==> src/rtl/bonf_pkg.sv <==
package bonf_pkg;

  localparam int POS_W = 32;
  localparam int EXT_W = 31;
  localparam int IDX_OUT_W = 5;

  localparam logic CMD_ADD = 1'b0;
  localparam logic CMD_CLEAR = 1'b1;

  typedef enum logic [1:0] {
    ST_IDLE,
    ST_SCAN,
    ST_FULL,
    ST_FIN
  } ctrl_state_e;

  typedef struct packed {
    logic load;
    logic clear;
    logic step;
    logic emit_pend;
    logic emit_last;
    logic emit_none;
    logic emit_full;
    logic store;
  } dp_cmd_t;

  typedef struct packed {
    logic full;
    logic scan_done;
    logic cmp_vld;
    logic hit;
    logic pend_vld;
    logic out_free;
  } dp_stat_t;

endpackage

==> src/rtl/bonf_ctrl.sv <==
module bonf_ctrl
  import bonf_pkg::*;
(
  input  logic     clk_i,
  input  logic     rst_ni,
  input  logic     in_valid_i,
  input  logic     command_i,
  output logic     in_ready_o,
  input  dp_stat_t stat_i,
  output dp_cmd_t  cmd_o
);

  ctrl_state_e state_q, state_d;
  logic        push_pend;

  assign push_pend = stat_i.cmp_vld && stat_i.hit && stat_i.pend_vld;

  always_ff @(posedge clk_i or negedge rst_ni) begin
    if (!rst_ni) begin
      state_q <= ST_IDLE;
    end else begin
      state_q <= state_d;
    end
  end

  always_comb begin
    state_d    = state_q;
    cmd_o      = '0;
    in_ready_o = 1'b0;
    unique case (state_q)
      ST_IDLE: begin
        in_ready_o = 1'b1;
        if (in_valid_i) begin
          if (command_i == CMD_CLEAR) begin
            cmd_o.clear = 1'b1;
          end else if (stat_i.full) begin
            state_d = ST_FULL;
          end else begin
            cmd_o.load = 1'b1;
            state_d    = ST_SCAN;
          end
        end
      end
      ST_FULL: begin
        if (stat_i.out_free) begin
          cmd_o.emit_full = 1'b1;
          state_d         = ST_IDLE;
        end
      end
      ST_SCAN: begin
        if (!stat_i.cmp_vld && stat_i.scan_done) begin
          state_d = ST_FIN;
        end else if (!push_pend || stat_i.out_free) begin
          cmd_o.step      = 1'b1;
          cmd_o.emit_pend = push_pend;
        end
      end
      ST_FIN: begin
        if (stat_i.out_free) begin
          cmd_o.emit_pend = stat_i.pend_vld;
          cmd_o.emit_last = stat_i.pend_vld;
          cmd_o.emit_none = !stat_i.pend_vld;
          cmd_o.store     = 1'b1;
          state_d         = ST_IDLE;
        end
      end
      default: begin
        state_d = ST_IDLE;
      end
    endcase
  end

endmodule

==> config.mk <==
export PLATFORM = sky130hd
export DESIGN_NAME = bonf_ctrl
export DESIGN_NICKNAME = d
export VERILOG_FILES = /design/src/rtl/bonf_pkg.sv /design/src/rtl/bonf_ctrl.sv
export SDC_FILE = /design/constraint.sdc
export NUM_CORES = 1
export LEC_CHECK = 0
export BUFFER_PORTS_ARGS = -buffer_cell sky130_fd_sc_hd__buf_2
export CORE_AREA = 2 2 39 41
export DETAILED_ROUTE_END_ITERATION = 7
export DIE_AREA = 0 0 41 43
export PLACE_DENSITY_LB_ADDON = 0.25
export SKIP_CTS_REPAIR_TIMING = 1
export SLEW_MARGIN = 20
export SYNTH_ARGS = -nofsm -noshare
export SYNTH_HDL_FRONTEND = slang
export SYNTH_SLANG_ARGS = --single-unit
==> constraint.sdc <==
create_clock -name clk_i -period 1.05 [get_ports clk_i]
set_input_delay 0.105 -clock clk_i [delete_from_list [all_inputs] [get_ports clk_i]]
set_output_delay 0.105 -clock clk_i [all_outputs]
set_load 0.02 [all_outputs]
Word-level counts from Yosys, hierarchy flattened
Cells that the tools add are included.
{ "op_classes": {"n_reduce_logical": 10, "n_mux": 21, "eq_ne": 7} }
{ "ops": {"columns": ["op", "count"], "rows": [
  ["$mux W2", 10],
  ["$mux W1", 8],
  ["$ne A2 B2 Y1 const B", 3],
  ["$pmux W2 S3", 1],
  ["$eq A2 B2 Y1 const B", 2],
  ["$reduce_and A4 Y1", 1],
  ["$logic_and A1 B1 Y1", 3],
  ["$logic_not A1 Y1", 3],
  ["$mux W3", 1],
  ["$eq A2 B1 Y1 const B", 1],
  ["$logic_not A2 Y1", 1],
  ["$ne A2 B1 Y1 const B", 1],
  ["$pmux W1 S2", 1],
  ["$reduce_or A2 Y1", 1],
  ["$logic_or A1 B1 Y1", 1]
]} }
{ "word_totals": {"out_inout_bits": 9, "ff_bits": 2} }

Longest topological paths before layout
Gate-level depths: netlist of run 1.
{ "depth": {"word_depth": 7, "ltp_mapped": 3} }

Worst setup path before layout of run 1
OpenSTA, ideal clock, no wires.
{ "synth_timing": {"kind": "register to output", "startpoint": "register state_q[1]", "endpoint": "output port cmd_o[7] (netlist bit)", "stages_incl_launch_ff": 4, "n_path_buf": 1, "arrival_time_ns": 1.319, "path_slack_ns": -0.374, "required_ns": 0.945, "path_cell_list": "dfrtp_1 > buf_6 > or3b_1 > nor3_1"} }
{ "synth_lines": {"columns": ["element", "line", "text"], "rows": [
  ["from (decl)", "bonf_ctrl.sv:13", "ctrl_state_e state_q, state_d;"],
  ["from (signal assigned)", "bonf_ctrl.sv:22", "state_q <= state_d;"],
  ["to (decl)", "bonf_ctrl.sv:10", "output dp_cmd_t cmd_o"]
]} }

==> results of run 1 <==
metrics by stage:
step                cell area [sq um]  utilization  total power, mW  hold slack (ps)
global route                    495.5       0.3580            1.094            205.8
finish                          495.5       0.3580            1.019            197.4
floorplan                       234.0            -           0.4454           -190.6
global placement                355.3       0.2568           0.6082           -103.1
detailed placement              355.3       0.2568           0.6097           -104.0
CTS                             377.9       0.2731           0.7845           -342.4
worst max-delay path: stages, from the launching register on:
cell and delay (ps):
dfrtp_1 400, or3b_4 410, nor3_4 120, buf_6 130
metal layers:
layer / vias to the layer above / part of all wire / GRT usage
met3: 2 / 0.087 / 0.01571
met4: 0 / 0.029 / 0.1200
met1: 136 / 0.36 / 0.1150
li1: 143 / - / -
met2: 13 / 0.52 / 0.1313
met5: - / 0 / 0
synthesized netlist by cell type (all sizes together):
| cell type | number |
|---|---|
| or4bb | 1 |
| and4b | 1 |
| nand3 | 1 |
| buf | 1 |
| nor2b | 2 |
| a21oi | 1 |
| and2 | 1 |
| nor4b | 2 |
| nor2 | 3 |
| dfrtp | 2 |
| nand2 | 1 |
| nor3 | 1 |
| or3b | 1 |
| and3 | 2 |
| a21o | 1 |
| o311ai | 1 |
| or2b | 1 |
| inv | 1 |
cell families (layout without fill, tap and decap cells):
family,count (synthesis),in the layout,synth area share
simple gates,17,17,0.5455
compound gates,3,3,0.1394
flops,2,2,0.2424
buf+inv,2,28,0.07271
cell usage in the layout (no fill, tap or decap), drive strengths merged:
master	Yosys	layout
a21o	1	1
a21oi	1	1
and2	1	1
and3	2	2
and4b	1	1
buf	1	23
clkbuf	0	3
dfrtp	2	2
dlygate4sd3	0	1
inv	1	1
nand2	1	1
nand3	1	1
nor2	3	3
nor2b	2	2
nor3	1	1
nor4b	2	2
o311ai	1	1
or2b	1	1
or3b	1	1
or4bb	1	1
power groups by stage:
| stage | sequential, mW | combinational, mW | clock, mW |
|---|---|---|---|
| 6_report | 0.141 | 0.712 | 0.166 |
| 3_3_place_gp | 0.135 | 0.473 | 0 |
| 2_1_floorplan | 0.143 | 0.303 | 0 |
| 4_1_cts | 0.137 | 0.472 | 0.176 |
| 3_5_place_dp | 0.139 | 0.471 | 0 |
| 5_1_grt | 0.151 | 0.766 | 0.177 |
final timing paths:
check                            from    endpoint  slack [ps]  cells after the start
min in group clk_i          command_i  state_q[1]         200                      2
max reg2reg                state_q[1]  state_q[1]        -190                      3
min                            rst_ni  state_q[1]         200                      2
max                        state_q[1]    cmd_o[7]        -340                      3
min reg2reg                state_q[0]  state_q[0]         660                      2
max in group asynchronous      rst_ni  state_q[0]         750                      2
cell type report:
cell class,count,area [sq um],share of cell area
Tap cell,16,20.02,0.04040
Timing Repair Buffer,24,182.7,0.3687
Sequential cell,2,50.05,0.1010
Inverter,1,3.754,0.007576
Clock buffer,3,22.52,0.04545
Multi-Input combinational cell,20,216.5,0.4369
==> results.tsv, run 1 <==
metric	value	unit
die_h	43	um
cts_tree	yes	
crit_arrival	1280	ps
drt-vias-per-instance	4.455	
gr-usage-all-layers	0.09920	
top_regs	state_q (2)	
rows	14	
p_seq_frac	0.138	
synth.area.top_cells	dfrtp_1 24%, nor4b_1 8.5%, o311ai_2 7.9%	
cts-buffers-inserted	3	
syn_area	206.4	sq um
syn-num-nets	34	
finalHoldViolations	0	
areaGrowthSynthToFinish	140.0	%
io_pins	19	
ys_ff_latch	2	
antenna_found_initial	0	
leakage	0.2428	nW
core_area	1384	sq um
cts_buffer_depth	2	
setup_viol	10	
layout_min_cycle_time	1390	ps
num_vias	294	
min_period_over_period	1.324	
p_clk_frac	0.163	
num_antenna_cells	0	
seq_area_frac_synth	0.2424	
largest-register	state_q	
tns	-2111	ps
portBuffers	18	
die_area	1763	sq um
postSynthCellCount	24	
root_buffer	clkbuf_4	
p_sw	391.1	uW
drv_cap	0	
outcome	finished with violations	
final_nets	62	
clk_latency	220	ps
syn_area_per_cell	8.602	sq um
h-tree-depth	1	
largest_reg_flops	2	
end_kind	output port	
grt_overflow	0	
clkTransAtPathRegs	30	ps
tightest_slew	198.9	ps
slew_headroom	0.8671	
fin_worst_skew	0.6198	ps
setup_ws	-339.9	ps
min_path_type	in2async	
p_int	628.1	uW
violations	negative setup slack	
drive_gt1_frac	0.7600	
critPathLaunchType	flop	
worstPathRequired	940	ps
grt_setup_unrepaired	yes	
cellPowerDensity	2057	nW/um^2
totalWireLength	665	um
dpl.hpwl	527.3	um
place_congestion	0.7189	
fmax	719.5	MHz
drtAntennaViolNets	0	
dr.first_iter.drc_count	0	
dp_slack	-172.9	ps
synth_top_area_frac	0.2424	
drt_pass1_iterations	1	
synth-warning-count	0	
combPwrFrac	0.699	
grt_pass1_vias	264	
peakVddDrop	0.8479	mV
drc	0	
worstSetupPathType	reg2out	
yosysTopAreaCell	dfrtp_1	
fin_cells	66	
switching_share	0.3837	
wl_per_cell	10.08	um
crit_path_max_fanout	4	
start_util	0.1492	
cts_sinks	2	
grt_start_max_net_pins	7	
synth.distinct_cells	19	
slew_violations	0	
dpl.cell_count	60	
grt_pass1_wl	1110	um
fillers	147	
die_w	41	um
(Power assumes the default switching activity.)
==> run 2: changes to the inputs <==
- REMOVE_ABC_BUFFERS: unset -> 1
==> run 2 against run 1 <==
The run still ends with negative setup slack left. Worst setup slack worse by 2.8 ps. Non-clock buffer count up 2. Maximum frequency down 0.20%. Hold slack worse by 16 ps. Critical path type unchanged. Highest routed layer is now met3.
==> results.tsv, run 2 (synthesized netlist as in run 1, its figures left out) <==
metric	value	unit	change
outcome	finished with violations		
violations	negative setup slack		
cts-buffers-inserted	3		unchanged
antenna_found_initial	0		unchanged
dpl_cell_area	335.3	sq um	-5.6%
die_area	1763	sq um	unchanged
top_regs	state_q (2)		
cp.depth	3		unchanged
slew_violations	0		unchanged
cts_buffer_depth	2		unchanged
busiest_layer	met1		
drt-vias-per-instance	4.162		-6.6%
grt_overflow	0		unchanged
drt_pass1_iterations	1		unchanged
worstPathRequired	940	ps	about the same
critPathLaunchType	flop		
largest-register	state_q		
peakVddDrop	0.8075	mV	-4.8%
tightest_slew	216.4	ps	+17.53 ps
place_congestion	0.6530		-9.2%
rows	14		unchanged
drv_cap	0		unchanged
grt_util_met2	0.1000		-0.03125
crit_path_max_fanout	3		-1
root_buffer	clkbuf_4		
crit_path_end	cmd_o[7]		
r2r_cells	3		unchanged
fin_worst_skew	1.350	ps	+0.7306 ps
dp_slack	-160.2	ps	+12.72 ps
dpl.hpwl	463	um	-12%
critPathLaunch	state_q[0]		
io_pins	19		unchanged
fmax	718.1	MHz	-0.20%
critPathBufInv	1		unchanged
cellPowerDensity	2244	nW/um^2	+9.1%
drtAntennaViolNets	0		unchanged
critPathTopFamily	simple AND/OR/NAND/NOR gates		
cts_sinks	2		unchanged
post-route-util	0.3391		-0.01899
grt_setup_unrepaired	yes		
rr_startpoint	state_q[1]		
wl_per_cell	10.31	um	+2.3%
leakage	0.2410	nW	-0.74%
layout_min_cycle_time	1393	ps	+2.754 ps
drc	0		unchanged
die_h	43	um	unchanged
use_met1	0.1250		+0.009984
num_antenna_cells	0		unchanged
dr.first_iter.drc_count	0		unchanged
grt_start_max_net_pins	8		+1
dpl.cell_count	61		+1.7%
num_vias	283		-3.7%
cpMaxStageDelayCell	or3b_4		
areaGrowthSynthToFinish	127.3	%	
clkTransAtPathRegs	30	ps	about the same
cts_tree	yes		
largest_reg_flops	2		unchanged
setup_viol	10		unchanged
totalWireLength	701	um	+5.4%
gr-usage-all-layers	0.08626		-0.01294
setup_ws	-342.6	ps	-2.754 ps
mostFrequentLayoutCells	13 x buf_4, 10 x buf_2, 3 x clkbuf_4		
end_kind	output port		
design_area	469.2	sq um	-5.3%
crit_arrival	1290	ps	about the same
portBuffers	18		unchanged
fillers	156		+6.1%
slew_headroom	0.8555		-0.01164
clk_latency	220	ps	about the same
min_path_type	in2reg		
worstSetupPathType	reg2out		
grt_pass1_wl	986	um	-11%
h-tree-depth	1		unchanged
die_w	41	um	unchanged
path_cells	or3b_4, nor3_2, buf_4		
layout_commonest_cell	buf_4		
drive_gt1_frac	0.7115		-0.04846
r2r_end	state_q[1]		
tns	-2293	ps	-182.0 ps
r2r_slack	-170	ps	+20 ps
finalHoldViolations	0		unchanged
use_met3	0.01571		unchanged
start_util	0.1492		unchanged
cp_slowest_stage_delay	410	ps	about the same
final_nets	64		+3.2%
fin_cells	68		+3.0%
core_area	1384	sq um	unchanged
grt_pass1_vias	230		-13%
min_period_over_period	1.326		+0.002623
-- run 2: cell type report --
| type | count | area (sq um) | share of cell area |
|---|---|---|---|
| inverter | 1 | 3.754 | 0.008000 |
| timing repair buffer | 26 | 188.9 | 0.4027 |
| sequential | 2 | 50.05 | 0.1067 |
| tap | 16 | 20.02 | 0.04267 |
| clock buffer | 3 | 22.52 | 0.04800 |
| multi-input combinational | 20 | 183.9 | 0.3920 |
-- run 2: per-layer routing --
layer  wire [um]  vias to the layer above
met5           0                        -
met4           0                        0
met3          82                        0
met2         309                       18
met1         309                      120
li1            -                      145
-- run 2: stage by stage --
| step | total power [mW] | hold slack (ps) |
|---|---|---|
| 3_5_place_dp | 0.6235 | -108.4 |
| 3_3_place_gp | 0.6281 | -109.0 |
| 6_report | 1.053 | 181.2 |
| 2_1_floorplan | 0.3871 | -190.6 |
| 4_1_cts | 0.8052 | -347.1 |
| 5_1_grt | 1.143 | 183.3 |
-- run 2: worst min path at each step --
stage	from	to	slack, ps	cells past startpoint
floorplan	rst_ni	state_q[0]	-190	0
global placement	rst_ni	state_q[1]	-110	1
detailed placement	rst_ni	state_q[1]	-110	1
CTS	rst_ni	state_q[1]	-350	1
global route	command_i	state_q[1]	180	2
finish	command_i	state_q[1]	180	2
-- run 2: power by group --
| group | leakage, nW | switching, mW | internal [mW] |
|---|---|---|---|
| clock | 0.0138 | 0.0416 | 0.126 |
| combinational | 0.202 | 0.318 | 0.428 |
| sequential | 0.0248 | 0.0281 | 0.112 |
==> run 3: changes to the inputs <==
- ABC_AREA: unset -> 1
==> run 3 against run 2 <==
The run still ends with negative setup slack left. Combinational power about the same. Wire length decreased by 6.8%. Hold slack improved by 14 ps. Critical path type unchanged. Core utilization decreased by 0.63 points. Sequential share of layout area increased by 0.75 points. Final area decreased by 1.9%. Highest routed layer unchanged. Via count increased by 14%. Sequential power increased by 33%. Register-to-register slack improved by 240 ps.
==> results.tsv, run 3 <==
metric	value	unit	change
areaGrowthSynthToFinish	128.6	%	
layout_min_cycle_time	1233	ps	-160.0 ps
gr-usage-all-layers	0.07823		-0.008024
min_path_type	in2async		
combPwrFrac	0.680		-0.028
drive_gt1_frac	0.6250		-0.08654
ys_ff_latch	2		unchanged
crit_path_max_fanout	5		+2
synth-warning-count	0		unchanged
synth_top_area_frac	0.2484		+0.006023
ys.flop_type	dfrtp_1		
tightest_slew	135.6	ps	-80.80 ps
syn_area_per_cell	5.165	sq um	-40%
ys_async_sr_fraction	1.000		unchanged
start_util	0.1456		-0.003617
dpl.cell_count	76		+25%
grt_pass1_vias	235		+2.2%
peakVddDrop	0.5565	mV	-31%
slew_violations	0		unchanged
synth_commonest_cells	12 x nand2_1, 9 x nor2_1, 8 x inv_1		
clkTransAtPathRegs	30	ps	about the same
largest_reg_flops	2		unchanged
p_sw	503.2	uW	+30%
setup_ws	-182.6	ps	+160.0 ps
setup_viol	9		-1
top_regs	state_q (2)		
grt_start_max_net_pins	6		-2
synth.area.top_cells	dfrtp_1 25%, nand2_1 22%, nor2_1 17%		
p_seq_frac	0.170		+0.037
tns	-1122	ps	+1171 ps
mostFrequentLayoutCells	10 x buf_2, 8 x nand2_1, 6 x buf_6		
yosysTopAreaCell	dfrtp_1		
slew_headroom	0.9096		+0.05410
postSynthCellCount	39		+63%
place_congestion	0.7439		+14%
num_antenna_cells	0		unchanged
fin_cells	80		+18%
portBuffers	18		unchanged
crit_arrival	1130	ps	-160 ps
num_vias	324		+14%
end_kind	output port		
worstSetupPathType	reg2out		
worstPathRequired	940	ps	about the same
syn_area	201.4	sq um	-2.4%
synth_edf_count	0		unchanged
switching_share	0.4594		+0.09162
wl_per_cell	8.163	um	-21%
dp_slack	-0.5650	ps	+159.7 ps
clk_latency	220	ps	about the same
cts_sinks	2		unchanged
largest-register	state_q		
die_area	1763	sq um	unchanged
grt_setup_unrepaired	yes		
drtAntennaViolNets	0		unchanged
p_clk_frac	0.150		-0.009
cts_tree	yes		
outcome	finished with violations		
final_nets	76		+19%
antenna_found_initial	0		unchanged
r2r_slack	70	ps	+240 ps
core_area	1384	sq um	unchanged
dpl.hpwl	520.5	um	+12%
report.power.total	1.095	mW	+4.0%
p_int	592.1	uW	-11%
fillers	156		unchanged
totalWireLength	653	um	-6.8%
grt_pass1_wl	890	um	-9.7%
cts_buffer_depth	2		unchanged
h-tree-depth	1		unchanged
drt_pass1_iterations	2		+1
drv_cap	0		unchanged
drt-vias-per-instance	4.050		-2.7%
fmax	811.3	MHz	+13%
root_buffer	clkbuf_4		
min_period_over_period	1.174		-0.1524
synth.distinct_cells	10		-9
grt_overflow	0		unchanged
dr.first_iter.drc_count	4		+4
die_w	41	um	unchanged
rows	14		unchanged
seq_area_frac_synth	0.2484		+0.006023
rr_startpoint	state_q[1]		
drc	0		unchanged
r2r_cells	5		+2
leakage	0.2612	nW	+8.4%
cts-buffers-inserted	3		unchanged
fin_worst_skew	1.707	ps	+0.3571 ps
critPathLaunchType	flop		
finalHoldViolations	0		unchanged
cellPowerDensity	2379	nW/um^2	+6.0%
io_pins	19		unchanged
violations	negative setup slack		
layout_commonest_cell	buf_2		
r2r_end	state_q[0]		
synthMostInstantiatedCell	nand2_1		
die_h	43	um	unchanged
run 3: changes by cell type in the layout (fill, tap and decap cells not counted), sizes merged, moves of 2 or more:
| cell | before | now |
|---|---|---|
| nor2 | 3 | 10 |
| nand2 | 1 | 12 |
| nor2b | 2 | 0 |
| and3 | 2 | 0 |
| buf | 25 | 21 |
| nor4b | 2 | 0 |
| o21ai | 0 | 2 |
| inv | 1 | 8 |
run 3: layout make-up:
cell class	count	area [sq um]	area share
inverter	8	30.03	0.06522
clock buffer	3	22.52	0.04891
sequential	2	52.55	0.1141
timing repair buffer	22	165.2	0.3587
multi-input combinational	29	170.2	0.3696
tap	16	20.02	0.04348
run 3: power by group through the flow:
stage | combinational (mW) | sequential [mW] | clock (mW)
final | 0.744 | 0.186 | 0.165
after global routing | 0.815 | 0.199 | 0.186
after CTS | 0.541 | 0.156 | 0.177
after detailed placement | 0.539 | 0.156 | 0
after global placement | 0.535 | 0.155 | 0
after floorplan | 0.317 | 0.156 | 0
run 3: cells by family (layout without fill, tap and decap cells):
kind of cell	count (synthesis)	count (layout)	share of synthesized area
AOI/OAI and AO/OA	3	3	0.07451
buffers and inverters	8	33	0.1491
and+or+nand+nor	26	26	0.5279
DFF	2	2	0.2485
run 3: worst max-delay path by stage:
| stage | end | slack, ps | from | cells past startpoint |
|---|---|---|---|---|
| after CTS | cmd_o[7] | -250 | state_q[1] | 4 |
| after detailed placement | cmd_o[4] | -0.6 | state_q[1] | 5 |
| final | cmd_o[5] | -180 | state_q[1] | 4 |
| after global routing | cmd_o[4] | -270 | state_q[1] | 5 |
| after global placement | cmd_o[7] | 8 | state_q[1] | 4 |
| after floorplan | cmd_o[7] | -410 | state_q[0] | 3 |
run 3: metal layers:
metal | track usage | vias to the layer above | part of all wire
met1 | 0.08654 | 143 | 0.41
met4 | 0.06000 | 0 | 0
met3 | 0.03141 | 0 | 0.074
li1 | - | 170 | -
met2 | 0.1125 | 11 | 0.51
met5 | 0 | - | 0
run 3: stage by stage:
step / utilization / area [sq um] / hold slack, ps
5_1_grt: 0.3327 / 460.4 / 189.6
4_1_cts: 0.2577 / 356.6 / -345.5
2_1_floorplan: - / 201.4 / -190.6
3_5_place_dp: 0.2414 / 334.1 / -107.1
6_report: 0.3327 / 460.4 / 195.7
3_3_place_gp: 0.2414 / 334.1 / -107.2
run 3: worst max-delay path: stages (launching register included):
cell and delay [ps]:
dfrtp_2 440, nor2_2 130, nand2_2 90, nor2_1 110
buf_4 140
